`config.mk`:
```
export PLATFORM = sky130hd
export DESIGN_NAME = npn_front_flat
export DESIGN_NICKNAME = d
export VERILOG_FILES = /design/src/hw/rtl/npn_pkg.sv /design/src/hw/rtl/npn_chan_if.sv /design/src/hw/rtl/npn_front.sv /design/src/flat_wrapper.sv
export SDC_FILE = /design/constraint.sdc
export NUM_CORES = 2
export LEC_CHECK = 0
export ABC_AREA = 1
export CAP_MARGIN = 20
export CORE_UTILIZATION = 35
export CTS_CLUSTER_DIAMETER = 120
export DETAILED_ROUTE_END_ITERATION = 6
export DONT_BUFFER_PORTS = 1
export PLACE_DENSITY_LB_ADDON = 0.2
export SLEW_MARGIN = 10
export SYNTH_ARGS = -nofsm -noshare
export SYNTH_HDL_FRONTEND = slang
export SYNTH_SLANG_ARGS = --single-unit
```
`constraint.sdc`:
```
create_clock -name clock -period 12.5 [get_ports clock]
set_clock_uncertainty 0.05 [all_clocks]
set_input_delay 1.25 -clock clock [delete_from_list [all_inputs] [get_ports clock]]
set_output_delay 1.25 -clock clock [all_outputs]
set_load 0.01 [all_outputs]
```
`src/hw/rtl/npn_pkg.sv`:
```
// shared types and constants of the polygon normal block
package npn_pkg;

   localparam int MAX_VERTICES = 256;
   localparam int COORD_W      = 16;
   localparam int SUM_W        = 42;
   localparam int PROD_W       = 34;
   localparam int NORM_W       = 16;
   localparam int SHMAG_W      = 31;
   localparam int SQ_W         = 64;
   localparam int LEN_W        = 32;
   localparam int NUM_W        = 48;
   localparam int Q_DEPTH      = 2;
   localparam int Q_PTR_W      = $clog2(Q_DEPTH);

   localparam logic [NORM_W-1:0] Q14_ONE = 16'd16384;

   // sum saturation limit: min(MAX_VERTICES * 2^32, 2^41 - 1)
   localparam logic [63:0] LIM_BY_COUNT = 64'(MAX_VERTICES) << 32;
   localparam logic [63:0] LIM_BY_WIDTH = (64'd1 << (SUM_W - 1)) - 64'd1;
   localparam logic [63:0] SUM_LIM_WIDE =
      (LIM_BY_COUNT < LIM_BY_WIDTH) ? LIM_BY_COUNT : LIM_BY_WIDTH;
   localparam logic signed [SUM_W-1:0] SUM_LIM = SUM_LIM_WIDE[SUM_W-1:0];

   typedef struct packed {
      logic signed [COORD_W-1:0] x;
      logic signed [COORD_W-1:0] y;
      logic signed [COORD_W-1:0] z;
   } vertex_type;

   typedef struct packed {
      logic signed [SUM_W-1:0] x;
      logic signed [SUM_W-1:0] y;
      logic signed [SUM_W-1:0] z;
   } sum_vec_type;

   typedef struct packed {
      logic full;
      logic empty;
   } q_stat_type;

   typedef enum logic [1:0] {
      F_IDLE,
      F_MUL,
      F_ACC,
      F_PUSH
   } front_state_type;

   typedef enum logic [2:0] {
      B_IDLE,
      B_SHIFT,
      B_SQ,
      B_SQRT,
      B_DIVLD,
      B_DIV,
      B_OUT
   } back_state_type;

endpackage

```
`src/hw/rtl/npn_chan_if.sv`:
```
// valid/ready channel interfaces for vertex items and normal items
interface npn_req_if;
   import npn_pkg::*;
   logic                      valid;
   logic                      ready;
   logic signed [COORD_W-1:0] x_coord;
   logic signed [COORD_W-1:0] y_coord;
   logic signed [COORD_W-1:0] z_coord;
   logic                      last_vertex;

   modport source (output valid, x_coord, y_coord, z_coord, last_vertex, input ready);
   modport sink   (input valid, x_coord, y_coord, z_coord, last_vertex, output ready);
endinterface


```
`src/hw/rtl/npn_front.sv`:
```
// vertex intake and Newell cross-term accumulation
module npn_front (
   input  logic                 clock,
   input  logic                 reset,
   npn_req_if.sink              req_ch,
   output logic                 q_push,
   output npn_pkg::sum_vec_type q_data,
   input  npn_pkg::q_stat_type  q_stat
);
   import npn_pkg::*;

   localparam logic signed [SUM_W:0] LIM_EXT = {1'b0, SUM_LIM};

   front_state_type  state_ff, state_in;
   logic             in_poly_ff;
   logic             last_ff;
   logic             closing_ff;
   vertex_type       first_ff, prev_ff, cur_ff;
   vertex_type       va, vb, vin;
   sum_vec_type      sum_ff;
   logic signed [PROD_W-1:0] px_ff, py_ff, pz_ff;
   logic signed [PROD_W-1:0] px_in, py_in, pz_in;
   logic signed [COORD_W:0]  dx, dy, dz, sx, sy, sz;
   logic             req_fire;

   function automatic logic signed [SUM_W-1:0] sat_add(
      input logic signed [SUM_W-1:0]  acc,
      input logic signed [PROD_W-1:0] term);
      logic signed [SUM_W:0] r;
      r = {acc[SUM_W-1], acc} + {{(SUM_W + 1 - PROD_W){term[PROD_W-1]}}, term};
      if (r > LIM_EXT) begin
         r = LIM_EXT;
      end else if (r < -LIM_EXT) begin
         r = -LIM_EXT;
      end
      return r[SUM_W-1:0];
   endfunction

   assign req_fire = req_ch.valid && req_ch.ready;
   assign vin      = '{x: req_ch.x_coord, y: req_ch.y_coord, z: req_ch.z_coord};

   // edge operands: running edge, or closing edge back to the first vertex
   always_comb begin
      va    = prev_ff;
      vb    = closing_ff ? first_ff : cur_ff;
      dx    = {va.x[COORD_W-1], va.x} - {vb.x[COORD_W-1], vb.x};
      dy    = {va.y[COORD_W-1], va.y} - {vb.y[COORD_W-1], vb.y};
      dz    = {va.z[COORD_W-1], va.z} - {vb.z[COORD_W-1], vb.z};
      sx    = {va.x[COORD_W-1], va.x} + {vb.x[COORD_W-1], vb.x};
      sy    = {va.y[COORD_W-1], va.y} + {vb.y[COORD_W-1], vb.y};
      sz    = {va.z[COORD_W-1], va.z} + {vb.z[COORD_W-1], vb.z};
      px_in = dy * sz;
      py_in = dz * sx;
      pz_in = dx * sy;
   end

   // next state
   always_comb begin
      state_in = state_ff;
      case (state_ff)
         F_IDLE: begin
            if (req_fire) begin
               if (!in_poly_ff) begin
                  state_in = req_ch.last_vertex ? F_MUL : F_IDLE;
               end else begin
                  state_in = F_MUL;
               end
            end
         end
         F_MUL: state_in = F_ACC;
         F_ACC: begin
            if (closing_ff) begin
               state_in = F_PUSH;
            end else if (last_ff) begin
               state_in = F_MUL;
            end else begin
               state_in = F_IDLE;
            end
         end
         F_PUSH: state_in = q_stat.full ? F_PUSH : F_IDLE;
         default: state_in = F_IDLE;
      endcase
   end

   // outputs
   always_comb begin
      req_ch.ready = 1'b0;
      q_push       = 1'b0;
      case (state_ff)
         F_IDLE:  req_ch.ready = 1'b1;
         F_PUSH:  q_push       = !q_stat.full;
         default: begin
            req_ch.ready = 1'b0;
            q_push       = 1'b0;
         end
      endcase
   end

   assign q_data = sum_ff;

   // control state
   always_ff @(posedge clock) begin
      if (reset) begin
         state_ff   <= F_IDLE;
         in_poly_ff <= 1'b0;
         closing_ff <= 1'b0;
         last_ff    <= 1'b0;
      end else begin
         state_ff <= state_in;
         case (state_ff)
            F_IDLE: begin
               if (req_fire) begin
                  last_ff    <= req_ch.last_vertex;
                  closing_ff <= !in_poly_ff;
                  in_poly_ff <= 1'b1;
               end
            end
            F_ACC: begin
               if (!closing_ff && last_ff) begin
                  closing_ff <= 1'b1;
               end
            end
            F_PUSH: begin
               if (!q_stat.full) begin
                  in_poly_ff <= 1'b0;
               end
            end
            default: begin
            end
         endcase
      end
   end

   // vertex, product and sum datapath
   always_ff @(posedge clock) begin
      case (state_ff)
         F_IDLE: begin
            if (req_fire) begin
               cur_ff <= vin;
               if (!in_poly_ff) begin
                  first_ff <= vin;
                  prev_ff  <= vin;
                  sum_ff   <= '0;
               end
            end
         end
         F_MUL: begin
            px_ff <= px_in;
            py_ff <= py_in;
            pz_ff <= pz_in;
         end
         F_ACC: begin
            sum_ff.x <= sat_add(sum_ff.x, px_ff);
            sum_ff.y <= sat_add(sum_ff.y, py_ff);
            sum_ff.z <= sat_add(sum_ff.z, pz_ff);
            if (!closing_ff) begin
               prev_ff <= cur_ff;
            end
         end
         default: begin
         end
      endcase
   end

endmodule

```
`src/flat_wrapper.sv`:
```
// flat-port wrapper written by rule: the top's interface ports become plain ports
module npn_front_flat import npn_pkg::*;
  (clock, reset, q_push, q_data, q_stat, req_ch_valid, req_ch_x_coord, req_ch_y_coord, req_ch_z_coord, req_ch_last_vertex, req_ch_ready);
  npn_req_if req_ch_i ();
  input  logic clock;
  input  logic reset;
  output logic q_push;
  output npn_pkg::sum_vec_type q_data;
  input  npn_pkg::q_stat_type q_stat;
  input wire logic [$bits(req_ch_i.valid)-1:0] req_ch_valid;
  input wire logic [$bits(req_ch_i.x_coord)-1:0] req_ch_x_coord;
  input wire logic [$bits(req_ch_i.y_coord)-1:0] req_ch_y_coord;
  input wire logic [$bits(req_ch_i.z_coord)-1:0] req_ch_z_coord;
  input wire logic [$bits(req_ch_i.last_vertex)-1:0] req_ch_last_vertex;
  output wire logic [$bits(req_ch_i.ready)-1:0] req_ch_ready;
  assign req_ch_i.valid = req_ch_valid;
  assign req_ch_i.x_coord = req_ch_x_coord;
  assign req_ch_i.y_coord = req_ch_y_coord;
  assign req_ch_i.z_coord = req_ch_z_coord;
  assign req_ch_i.last_vertex = req_ch_last_vertex;
  assign req_ch_ready = req_ch_i.ready;
  npn_front u_core (.clock(clock), .reset(reset), .req_ch(req_ch_i), .q_push(q_push), .q_data(q_data), .q_stat(q_stat));
endmodule
```
==> results summary <==
The total CTS buffers is 51. The worst reg-to-reg path cell count came out at 33. The number of enable-type register cells in the synthesized netlist is 372. The post-route netlist has 3.92% of its cells at a drive strength greater than 1.

The cell count of the worst hold path came out at 2. The worst reg-to-reg setup slack came out at 2.43 ns. The post-placement worst setup slack is approximately 2.6 ns. The die outline width came out at ~420 um. The number of rows created at floorplan came out at 152. The critical path ends at u_core.px_ff[33]$_DFFE_PN_. Routability-driven placement finished with a final weighted congestion of 0.940. The number of hold buffers added after CTS was 0.

The area of the die came out at 0.174 sq mm. The count of input and output buffers is 0. The hold violation total from the final report is 0. The critical path is of the reg2reg type. Counting buffers and inverters, the worst setup path is 33 cells deep. The number of antenna violations at the first check in global routing was 16.

The number of storage elements in the synthesis netlist is 377. Subtracting the final worst setup slack from the clock period gives 10.07 ns. The worst-path maximum fanout is 27. The total setup violations reported at the end of the flow is 0.

The aggregate negative setup slack is 0 ns. The filler cell count is around 18k. When the netlist entered floorplanning its net count stood at about 9k. The startpoint identified for the worst register-to-register timing path is u_core.closing_ff$_SDFFE_PP0P_. The die height is 418 um. The number of levels in the clock H-tree is 2. The total non-filler cell area in the finished layout came out at 0.0652 sq mm. The area overhead of the layout relative to synthesis came out at 7.78%. The buffers plus inverters on the worst setup path came out at 7.

The origin of the worst setup path is u_core.closing_ff$_SDFFE_PP0P_. Clock-pin slew was measured on the worst setup and hold paths at around 0.06 ns. The share of the yosys chip area belonging to registers is between 10% and 20%. The post-route core utilization is 38.0%. The cell count after synthesis came out at 7,583. The ratio of routed vias to standard cells is 4.76. The number of buffers inserted by post-CTS setup repair came out at 0. The HPWL after detailed placement is 150 mm. Broken down by cell family, the worst path's largest delay share belongs to adder cells. The buffer levels on the longest clock path came out at 3. The area of the core region came out at 0.172 sq mm. The clock network latency to the later pin of the worst-skew pair came out at 0.66 ns. The run finished with clean final reports. The worst path uses 80.5% of the clock period. The longest individual stage delay on the worst path came out at 0.75 ns. The upper clock frequency limit came out at 99.3 MHz. The count of pins on the block boundary is 182. The mapped netlist covers a little over 0.06 sq mm. The capturing element type of the critical path is a register. The arrival time of the worst setup path came out at 10.39 ns. The smallest setup slack after layout came out at 2.43 ns. The nature of the critical path startpoint is a register. The average instance in the mapped netlist occupies 7.97 sq um. The worst-case headroom to the max-slew limit came out at approximately 22%. The max capacitance violation total came out at 0. The terminus of the critical flop-to-flop path is u_core.px_ff[33]$_DFFE_PN_.

The most numerous cell type found on the critical path is sky130_fd_sc_hd__fa_1. The total routing resource utilization after global routing came out at 20.6%. The TritonCTS sink count came out at 377. The placed cell area came out at about 0.063 sq mm.

The residual antenna-violating net count after detailed routing came out at 0. The detail-routed net length per standard cell is 18.0 um. The net count of the finished layout is approximately 9.0k.

The starting density of the core is between 30% and 40%. Post-CTS repair changed the size of 0 cells. The first-pass GRT wire length is 278 mm. The total overflow left after global routing is 0. The number of global-route vias before repair is 48.6k. The CTS tree is done.

The count of distinct cell types in the synthesized netlist came out at 57. The clock root buffer is sky130_fd_sc_hd__clkbuf_16. Counting flops with an async set or reset pin after synthesis yields a share of 0%. The cell at the slowest stage of the critical path is sky130_fd_sc_hd__a22oi_2. Setup repair after global routing left no endpoint under its margin. The number of design rule violations left after detail routing came out at 0. The min-delay analysis places its worst path in the category reg2reg. The detailed-route wire length came out at 179 mm. The number of warnings reported in the yosys synthesis log is 0. The total via count after detailed routing came out at between 40k and 50k. The number of pins with negative max-slew slack in the final report is 0.

The initial detailed-routing violation count is approximately 2.9k. The pre-antenna-repair detailed-routing pass consisted of 6 iterations. The worst-margin pin slew is 1.16 ns. The most used flip-flop cell after synthesis is sky130_fd_sc_hd__edfxtp_1.

Entering global routing, the biggest net connects 65 pins. The data required time at the worst endpoint is 12.82 ns.
-- cell type report --
cell class / count / area (sq um) / share of cell area, %
inverters: 1723 / 6470 / 9.93
flip-flops and latches: 377 / 11300 / 17.3
multi-input cells: 5351 / 42200 / 64.7
clock inverters: 35 / 428 / 0.657
diodes: 42 / 105 / 0.161
repair buffers: 61 / 470 / 0.722
well taps: 2310 / 2890 / 4.44
clock buffers: 61 / 1370 / 2.10
-- synth_stat cells, drive strengths merged (59+ instances only) --
master	number	area (sq um)
fa	897	18000
ha	480	6010
xnor2	79	692
inv	1702	6390
clkbuf	87	327
nor2	894	3420
nand2	1896	7170
xor2	141	1290
or2	59	369
edfxtp	372	11200
nand3	176	943
o21ai	160	816
a21oi	290	1470
-- cells in the final DEF (no fill, tap or decap), drive strengths merged, types with 6 or more instances in the layout --
cell type	instances
nand2	1896
inv	1706
fa	897
nor2	894
ha	480
edfxtp	372
a21oi	290
nand3	176
o21ai	160
xor2	141
xnor2	79
buf	61
clkbuf	61
or2	59
nand4	48
o21bai	43
diode	42
clkinv	38
nor3	35
nand3b	34
a21o	15
o21a	14
a31oi	12
and2	12
o31ai	11
a21boi	10
nor4	8
o211ai	8
bufinv	8
clkinvlp	6
-- per-stage QoR --
| step | cells | hold slack [ns] |
|---|---|---|
| 2_1_floorplan | 7583 | 0.379 |
| 5_1_grt | 9958 | 0.463 |
| 6_report | 9960 | 0.403 |
| 3_3_place_gp | 9822 | 0.390 |
| 3_5_place_dp | 9822 | 0.398 |
| 4_1_cts | 9918 | 0.407 |
-- flip-flops by register name (all words and copies together), names as in the netlist --
register	flops
u_core.closing_ff	1
u_core.first_ff	48
u_core.prev_ff	48
u_core.cur_ff	48
u_core.in_poly_ff	1
u_core.pz_ff	34
u_core.q_data	126
u_core.state_ff	2
u_core.last_ff	1
u_core.px_ff	34
u_core.py_ff	34
-- tightest hold or removal path, stage by stage, from the launching register on --
cell                      delay [ns]
sky130_fd_sc_hd__dfxtp_1        0.29
sky130_fd_sc_hd__inv_1          0.06
sky130_fd_sc_hd__a21oi_1        0.06
-- layer usage --
metal | vias to the layer above | track usage [%] | share of wire [%]
met2 | 1134 | 34.0 | 47
met4 | 0 | 6.88 | 2.9
met3 | 202 | 3.34 | 5.9
met5 | - | 0 | 0
li1 | 22900 | - | -
met1 | 23200 | 27.5 | 44
-- worst min path at each step --
stage	from	end	slack [ns]
CTS	u_core.last_ff$_SDFFE_PP0P_	u_core.last_ff$_SDFFE_PP0P_	0.41
finish	u_core.last_ff$_SDFFE_PP0P_	u_core.last_ff$_SDFFE_PP0P_	0.40
global route	u_core.last_ff$_SDFFE_PP0P_	u_core.last_ff$_SDFFE_PP0P_	0.46
detailed placement	u_core.last_ff$_SDFFE_PP0P_	u_core.last_ff$_SDFFE_PP0P_	0.40
global placement	u_core.last_ff$_SDFFE_PP0P_	u_core.last_ff$_SDFFE_PP0P_	0.39
floorplan	u_core.last_ff$_SDFFE_PP0P_	u_core.last_ff$_SDFFE_PP0P_	0.38
-- cells by family after synthesis --
logic type | Yosys count | share of synthesized area [%]
AO/OA/AOI/OAI | 587 | 5.51
XOR/XNOR | 220 | 3.28
adder cells (fa/ha/maj) | 1377 | 39.6
buffers and inverters | 1855 | 11.8
flip-flops | 377 | 18.6
AND/OR/NAND/NOR | 3167 | 21.2
Power is left out: the tool's default activity adds up to more than one toggle a clock period on the data nets, which glitch-free logic cannot reach.
