<file path="src/hw/rtl/npn_pkg.sv">
// shared types and constants of the polygon normal block
package npn_pkg;

   localparam int MAX_VERTICES = 256;
   localparam int COORD_W      = 16;
   localparam int SUM_W        = 42;
   localparam int PROD_W       = 34;
   localparam int NORM_W       = 16;
   localparam int SHMAG_W      = 31;
   localparam int SQ_W         = 64;
   localparam int LEN_W        = 32;
   localparam int NUM_W        = 48;
   localparam int Q_DEPTH      = 2;
   localparam int Q_PTR_W      = $clog2(Q_DEPTH);

   localparam logic [NORM_W-1:0] Q14_ONE = 16'd16384;

   // sum saturation limit: min(MAX_VERTICES * 2^32, 2^41 - 1)
   localparam logic [63:0] LIM_BY_COUNT = 64'(MAX_VERTICES) << 32;
   localparam logic [63:0] LIM_BY_WIDTH = (64'd1 << (SUM_W - 1)) - 64'd1;
   localparam logic [63:0] SUM_LIM_WIDE =
      (LIM_BY_COUNT < LIM_BY_WIDTH) ? LIM_BY_COUNT : LIM_BY_WIDTH;
   localparam logic signed [SUM_W-1:0] SUM_LIM = SUM_LIM_WIDE[SUM_W-1:0];

   typedef struct packed {
      logic signed [COORD_W-1:0] x;
      logic signed [COORD_W-1:0] y;
      logic signed [COORD_W-1:0] z;
   } vertex_type;

   typedef struct packed {
      logic signed [SUM_W-1:0] x;
      logic signed [SUM_W-1:0] y;
      logic signed [SUM_W-1:0] z;
   } sum_vec_type;

   typedef struct packed {
      logic full;
      logic empty;
   } q_stat_type;

   typedef enum logic [1:0] {
      F_IDLE,
      F_MUL,
      F_ACC,
      F_PUSH
   } front_state_type;

   typedef enum logic [2:0] {
      B_IDLE,
      B_SHIFT,
      B_SQ,
      B_SQRT,
      B_DIVLD,
      B_DIV,
      B_OUT
   } back_state_type;

endpackage

</file>
<file path="src/hw/rtl/npn_chan_if.sv">


interface npn_rsp_if;
   import npn_pkg::*;
   logic                     valid;
   logic                     ready;
   logic signed [NORM_W-1:0] normal_x;
   logic signed [NORM_W-1:0] normal_y;
   logic signed [NORM_W-1:0] normal_z;
   logic                     degenerate;

   modport source (output valid, normal_x, normal_y, normal_z, degenerate, input ready);
   modport sink   (input valid, normal_x, normal_y, normal_z, degenerate, output ready);
endinterface

</file>
<file path="src/hw/rtl/npn_back.sv">
// normalization: scale, sum of squares, square root and three divisions
module npn_back (
   input  logic                 clock,
   input  logic                 reset,
   input  npn_pkg::q_stat_type  q_stat,
   output logic                 pop,
   input  npn_pkg::sum_vec_type pop_data,
   npn_rsp_if.source            rsp_ch
);
   import npn_pkg::*;

   back_state_type state_ff, state_in;
   logic [SUM_W-1:0]        mag_ff [3];
   logic [2:0]              neg_ff;
   logic [SQ_W-1:0]         sq_ff, sqp_ff;
   logic [SQ_W-1:0]         v_ff, res_ff, bit_ff;
   logic [SQ_W-1:0]         sq_trial, res_nx;
   logic                    sq_ge;
   logic [LEN_W-1:0]        len_ff;
   logic [NUM_W-1:0]        rem_ff, div_trial;
   logic [NORM_W-1:0]       q_ff, q_nx, q_clamp;
   logic [4:0]              cnt_ff;
   logic [1:0]              idx_ff;
   logic signed [NORM_W-1:0] nrm_ff [3];
   logic                    degen_ff;
   logic [SUM_W-1:0]        m_or;
   logic [5:0]              top;
   logic [3:0]              sh;
   logic [SHMAG_W-1:0]      mag_sel;
   logic                    div_ge;

   // magnitude leading bit sets the pre-scale shift
   always_comb begin
      m_or = mag_ff[0] | mag_ff[1] | mag_ff[2];
      top  = '0;
      for (int i = 0; i < SUM_W; i++) begin
         if (m_or[i]) begin
            top = 6'(i);
         end
      end
      sh = (top >= 6'(SHMAG_W)) ? 4'(top - 6'(SHMAG_W - 1)) : 4'd0;
   end

   assign mag_sel = mag_ff[idx_ff][SHMAG_W-1:0];

   // one square root step
   always_comb begin
      sq_trial = res_ff + bit_ff;
      sq_ge    = v_ff >= sq_trial;
      res_nx   = sq_ge ? ((res_ff >> 1) + bit_ff) : (res_ff >> 1);
   end

   // one restoring division step
   always_comb begin
      div_trial = NUM_W'(len_ff) << cnt_ff[3:0];
      div_ge    = rem_ff >= div_trial;
      q_nx      = div_ge ? (q_ff | (NORM_W'(1) << cnt_ff[3:0])) : q_ff;
      q_clamp   = (q_nx > Q14_ONE) ? Q14_ONE : q_nx;
   end

   // next state
   always_comb begin
      state_in = state_ff;
      case (state_ff)
         B_IDLE:  state_in = q_stat.empty ? B_IDLE : B_SHIFT;
         B_SHIFT: state_in = (m_or == '0) ? B_OUT : B_SQ;
         B_SQ:    state_in = (cnt_ff == 5'd3) ? B_SQRT : B_SQ;
         B_SQRT:  state_in = (cnt_ff == 5'd31) ? B_DIVLD : B_SQRT;
         B_DIVLD: state_in = B_DIV;
         B_DIV: begin
            if (cnt_ff == '0) begin
               state_in = (idx_ff == 2'd2) ? B_OUT : B_DIVLD;
            end
         end
         B_OUT:   state_in = rsp_ch.ready ? B_IDLE : B_OUT;
         default: state_in = B_IDLE;
      endcase
   end

   // outputs
   always_comb begin
      pop          = 1'b0;
      rsp_ch.valid = 1'b0;
      case (state_ff)
         B_IDLE:  pop          = !q_stat.empty;
         B_OUT:   rsp_ch.valid = 1'b1;
         default: begin
            pop          = 1'b0;
            rsp_ch.valid = 1'b0;
         end
      endcase
   end

   assign rsp_ch.normal_x   = nrm_ff[0];
   assign rsp_ch.normal_y   = nrm_ff[1];
   assign rsp_ch.normal_z   = nrm_ff[2];
   assign rsp_ch.degenerate = degen_ff;

   // state register
   always_ff @(posedge clock) begin
      if (reset) begin
         state_ff <= B_IDLE;
      end else begin
         state_ff <= state_in;
      end
   end

   // datapath
   always_ff @(posedge clock) begin
      case (state_ff)
         B_IDLE: begin
            mag_ff[0] <= pop_data.x[SUM_W-1] ? SUM_W'(-pop_data.x) : SUM_W'(pop_data.x);
            mag_ff[1] <= pop_data.y[SUM_W-1] ? SUM_W'(-pop_data.y) : SUM_W'(pop_data.y);
            mag_ff[2] <= pop_data.z[SUM_W-1] ? SUM_W'(-pop_data.z) : SUM_W'(pop_data.z);
            neg_ff    <= {pop_data.z[SUM_W-1], pop_data.y[SUM_W-1], pop_data.x[SUM_W-1]};
         end
         B_SHIFT: begin
            for (int i = 0; i < 3; i++) begin
               mag_ff[i] <= mag_ff[i] >> sh;
               nrm_ff[i] <= '0;
            end
            degen_ff <= m_or == '0;
            sq_ff    <= '0;
            cnt_ff   <= '0;
            idx_ff   <= '0;
         end
         B_SQ: begin
            // multiply one component per cycle, add it the cycle after
            if (cnt_ff != '0) begin
               sq_ff <= sq_ff + sqp_ff;
            end
            if (cnt_ff != 5'd3) begin
               sqp_ff <= SQ_W'(mag_sel) * SQ_W'(mag_sel);
               idx_ff <= idx_ff + 2'd1;
            end else begin
               v_ff   <= sq_ff + sqp_ff;
               res_ff <= '0;
               bit_ff <= SQ_W'(1) << (SQ_W - 2);
               idx_ff <= '0;
            end
            cnt_ff <= (cnt_ff == 5'd3) ? 5'd0 : cnt_ff + 5'd1;
         end
         B_SQRT: begin
            if (sq_ge) begin
               v_ff <= v_ff - sq_trial;
            end
            res_ff <= res_nx;
            bit_ff <= bit_ff >> 2;
            cnt_ff <= cnt_ff + 5'd1;
            if (cnt_ff == 5'd31) begin
               len_ff <= (res_nx[LEN_W-1:0] == '0) ? LEN_W'(1) : res_nx[LEN_W-1:0];
            end
         end
         B_DIVLD: begin
            rem_ff <= (NUM_W'(mag_sel) << 14) + NUM_W'(len_ff >> 1);
            q_ff   <= '0;
            cnt_ff <= 5'd15;
         end
         B_DIV: begin
            if (div_ge) begin
               rem_ff <= rem_ff - div_trial;
            end
            q_ff   <= q_nx;
            cnt_ff <= cnt_ff - 5'd1;
            if (cnt_ff == '0) begin
               nrm_ff[idx_ff] <= neg_ff[idx_ff] ? -$signed(q_clamp) : $signed(q_clamp);
               idx_ff         <= idx_ff + 2'd1;
            end
         end
         default: begin
         end
      endcase
   end

endmodule

</file>
<file path="src/flat_wrapper.sv">
// flat-port wrapper written by rule: the top's interface ports become plain ports
module npn_back_flat import npn_pkg::*;
  (clock, reset, q_stat, pop, pop_data, rsp_ch_valid, rsp_ch_normal_x, rsp_ch_normal_y, rsp_ch_normal_z, rsp_ch_degenerate, rsp_ch_ready);
  npn_rsp_if rsp_ch_i ();
  input  logic clock;
  input  logic reset;
  input  npn_pkg::q_stat_type q_stat;
  output logic pop;
  input  npn_pkg::sum_vec_type pop_data;
  output wire logic [$bits(rsp_ch_i.valid)-1:0] rsp_ch_valid;
  output wire logic [$bits(rsp_ch_i.normal_x)-1:0] rsp_ch_normal_x;
  output wire logic [$bits(rsp_ch_i.normal_y)-1:0] rsp_ch_normal_y;
  output wire logic [$bits(rsp_ch_i.normal_z)-1:0] rsp_ch_normal_z;
  output wire logic [$bits(rsp_ch_i.degenerate)-1:0] rsp_ch_degenerate;
  input wire logic [$bits(rsp_ch_i.ready)-1:0] rsp_ch_ready;
  assign rsp_ch_valid = rsp_ch_i.valid;
  assign rsp_ch_normal_x = rsp_ch_i.normal_x;
  assign rsp_ch_normal_y = rsp_ch_i.normal_y;
  assign rsp_ch_normal_z = rsp_ch_i.normal_z;
  assign rsp_ch_degenerate = rsp_ch_i.degenerate;
  assign rsp_ch_i.ready = rsp_ch_ready;
  npn_back u_core (.clock(clock), .reset(reset), .q_stat(q_stat), .pop(pop), .pop_data(pop_data), .rsp_ch(rsp_ch_i));
endmodule
</file>
<file path="config.mk">
export PLATFORM = sky130hd
export DESIGN_NAME = npn_back_flat
export DESIGN_NICKNAME = d
export VERILOG_FILES = /design/src/hw/rtl/npn_pkg.sv /design/src/hw/rtl/npn_chan_if.sv /design/src/hw/rtl/npn_back.sv /design/src/flat_wrapper.sv
export SDC_FILE = /design/constraint.sdc
export NUM_CORES = 2
export LEC_CHECK = 0
export BUFFER_PORTS_ARGS = -buffer_cell sky130_fd_sc_hd__buf_2
export CORE_ASPECT_RATIO = 1.5
export CORE_MARGIN = 8
export CORE_UTILIZATION = 50
export CTS_BUF_LIST = sky130_fd_sc_hd__clkbuf_16
export DETAILED_ROUTE_END_ITERATION = 6
export PLACE_DENSITY = 0.66
export SETUP_SLACK_MARGIN = 0.02
export SLEW_MARGIN = 20
export SYNTH_ARGS = -nofsm -noshare
export SYNTH_HDL_FRONTEND = slang
export SYNTH_SLANG_ARGS = --single-unit
</file>
<file path="constraint.sdc">
create_clock -name clock -period 13 [get_ports clock]
set_clock_uncertainty 0.15 [all_clocks]
set_input_delay 0.65 -clock clock [delete_from_list [all_inputs] [get_ports clock]]
set_output_delay 0.65 -clock clock [all_outputs]
set_load 0.01 [all_outputs]
</file>
==> impl_metrics.env <==
export IMPL_status="completed"
export IMPL_critical_path_depth=27
export IMPL_post_cts_buffers=0
export IMPL_crit_family="adder cells"
export IMPL_syn_inst=7866
export IMPL_syn_avg_cell_area_um2=9.27
export IMPL_placed_area_um2=75800
export IMPL_layout_common_cells="inv_1, fa_1, nand2_1, nor2_1, edfxtp_1"
export IMPL_yosys_warnings=0
export IMPL_cts_max_level=3
export IMPL_synth_top_area_cell="edfxtp_1"
export IMPL_grtUsageTotal_pct=28.4
export IMPL_clock_sinks=571
export IMPL_syn2layout_area_growth_pct=6.95
export IMPL_pin_count=182
export IMPL_holdCritStartpoint="reset"
export IMPL_ys_seq_elements=571
export IMPL_worst_path_buf_inv=4
export IMPL_drtAntennaViolNets=0
export IMPL_antenna_found_initial=1
export IMPL_routed_wl_mm=229
export IMPL_async_flop_share_pct=0
export IMPL_hold_viol_final=0
export IMPL_rows=171
export IMPL_clockBufferDepth=3
export IMPL_synth_edf_count=566
export IMPL_clk_pin_slew_ns=0.07
export IMPL_worstSetupEndpointType="flip-flop"
export IMPL_fmax_mhz=94.9
export IMPL_numCtsBuffers=67
export IMPL_grt_pass1_wl_mm=352
export IMPL_die_h_um=484
export IMPL_rr_worst_depth=27
export IMPL_relSlewSlack_pct=23.0
export IMPL_crit_type="flip-flop to flip-flop"
export IMPL_antenna_cells=0
export IMPL_post_dp_hpwl_mm=179
export IMPL_die_w_um=328
export IMPL_fin_setup_tns_ns=0
export IMPL_slew_violations=0
export IMPL_finalSetupViolCount=0
export IMPL_die_area_um2=159000
export IMPL_cts_root_buf="clkbuf_16"
export IMPL_yosysUniqueCellTypes=97
export IMPL_endpoint="u_core.sqp_ff[60]"
export IMPL_r2r_end="u_core.sqp_ff[60]"
export IMPL_drtIter0Drc=3976
export IMPL_cts_tree="yes"
export IMPL_wl_per_cell_um=23.2
export IMPL_setup_slack_ns=2.46
export IMPL_final_nets=9315
export IMPL_clock_latency_ns=0.69
export IMPL_holdBufCountCts=0
export IMPL_pre_cts_slack_ns=2.64
export IMPL_worstPathRequired_ns=13.28
export IMPL_synth_top_cell_area_share_pct=23.3
export IMPL_tightest_slew_ns=1.15
export IMPL_worst_setup_path_start_kind="flip-flop"
export IMPL_postLayoutCellArea_um2=78000
export IMPL_worstHoldPathType="input pin to flip-flop"
export IMPL_min_period_ns=10.54
export IMPL_rsz0062_at_grt="no"
export IMPL_routabilityCongestion=0.947
export IMPL_syn_nets=9283
export IMPL_grt_pass1_vias=62376
export IMPL_timing_final_crit_share_pct=81.1
export IMPL_ys_seq_area_share_pct=23.5
export IMPL_grt_overflow_total=0
export IMPL_crit_arrival_ns=10.82
export IMPL_final_common_cell="inv_1"
export IMPL_r2r_slack_ns=2.46
export IMPL_hold_ws_ns=0.113
export IMPL_first_pass_iters=6
export IMPL_ys_top_cells_by_area="edfxtp_1, fa_1, ha_1, inv_1, mux2i_1"
export IMPL_portBuffers=180
export IMPL_core_area_um2=145000
export IMPL_crit_slowest_cell="dfxtp_2"
export IMPL_drc=0
export IMPL_cts_repair_resized=0
export IMPL_grt_max_degree=82
export IMPL_crit_path_frequent_cell="fa_1"
export IMPL_critPathMaxStageDelay_ns=0.97
export IMPL_maxCapViolCount=0
export IMPL_vias=58913
export IMPL_drive_gt1_share_pct=6.88
export IMPL_ys_dominant_reg_cell="edfxtp_1"
export IMPL_floorplan_initialDensity_pct=50.3
export IMPL_netlist_area_um2=72900
export IMPL_cp_max_fo=31
export IMPL_n_fill_cell=13186
export IMPL_viasPerCell=5.98
-- state kept, by name, summed over array words and instances, names as in the netlist, named ones only --
register	count
u_core.nrm_ff	48
u_core.q_ff	16
u_core.rem_ff	48
u_core.cnt_ff	5
u_core.sqp_ff	61
u_core.len_ff	32
u_core.rsp_ch.degenerate	1
u_core.res_ff	64
u_core.neg_ff	3
u_core.bit_ff	32
u_core.mag_ff	126
u_core.v_ff	64
u_core.state_ff	3
u_core.idx_ff	2
u_core.sq_ff	64
-- area by class of cell --
| class | count | area (um^2) | share of cell area [%] |
|---|---|---|---|
| clock buffer | 69 | 1730 | 2.21 |
| sequential | 571 | 17100 | 21.9 |
| multi-input combinational | 5903 | 50700 | 65.0 |
| inverter | 1079 | 4050 | 5.20 |
| timing repair buffer | 276 | 1620 | 2.08 |
| tap | 1903 | 2380 | 3.05 |
| clock inverter | 49 | 409 | 0.525 |
-- worst reg2reg max path, delay by kind of cell (launching register included) --
kind	cells	cell delay (ns)
buffers and inverters	4	1.27
AO/OA/AOI/OAI	10	2.41
XOR/XNOR	1	0.07
adder cells (fa/ha/maj)	9	4.45
multiplexers	1	0.21
AND/OR/NAND/NOR	2	0.79
flip-flops	1	0.97
-- metrics by stage --
stage / util, % / instances
after floorplan: - / 7866
after global placement: 52.3 / 9732
after detailed placement: 52.3 / 9732
after CTS: 53.8 / 9850
after global routing: 53.8 / 9850
final: 53.8 / 9850
-- kinds of logic after synthesis --
kind of cell | share of synthesized area (%)
flip-flops | 23.5
buffers and inverters | 7.25
adder cells (fa/ha/maj) | 29.9
AO/OA/AOI/OAI | 14.0
multiplexers | 6.33
XOR/XNOR | 5.84
AND/OR/NAND/NOR | 13.1
-- routing by layer --
metal	vias to the layer above	part of all wire, %	GRT usage [%]	routed length (um)
li1	27075	-	-	-
met5	-	0.0070	0	16
met1	28991	35	30.3	80300
met4	2	9.0	21.2	20700
met2	2065	51	50.8	116000
met3	780	5.2	3.83	12000
-- synth_stat cells, types with 20 or more instances --
master and count:
fa_1 764, xor2_1 240, nor2b_1 52, or3_1 54, nand3_1 97, a31oi_1 107, nand4_1 56, and2_1 68
o21bai_1 55, a221oi_1 32, or2_2 24, a22oi_1 25, a211oi_1 58, nand2_1 714, a21oi_1 378, nor4_1 23
o211ai_1 24, buf_1 44, o22ai_1 40, clkbuf_1 233, a22o_1 20, o31ai_1 50, o41ai_1 25, ha_1 522
mux2_2 52, inv_1 1066, xnor2_1 246, edfxtp_1 566, or4_1 28, and3_1 70, o21a_1 66, nor3_1 117
mux2i_1 363, a31o_2 23, a21o_1 137, nand2b_1 66, o21ai_0 363, buf_2 33, nor2_1 699
-- how the worst min path moves through the flow --
stage	end	slack, ns	cells past startpoint
floorplan	u_core.rem_ff[0]	0.39	2
global placement	u_core.q_ff[0]	0.41	2
detailed placement	u_core.q_ff[1]	0.43	2
CTS	u_core.state_ff[0]	0.06	2
global route	u_core.state_ff[1]	0.1	2
finish	u_core.state_ff[0]	0.11	2
Power is left out: the tool's default activity adds up to more than one toggle a clock period on the data nets, which glitch-free logic cannot reach.
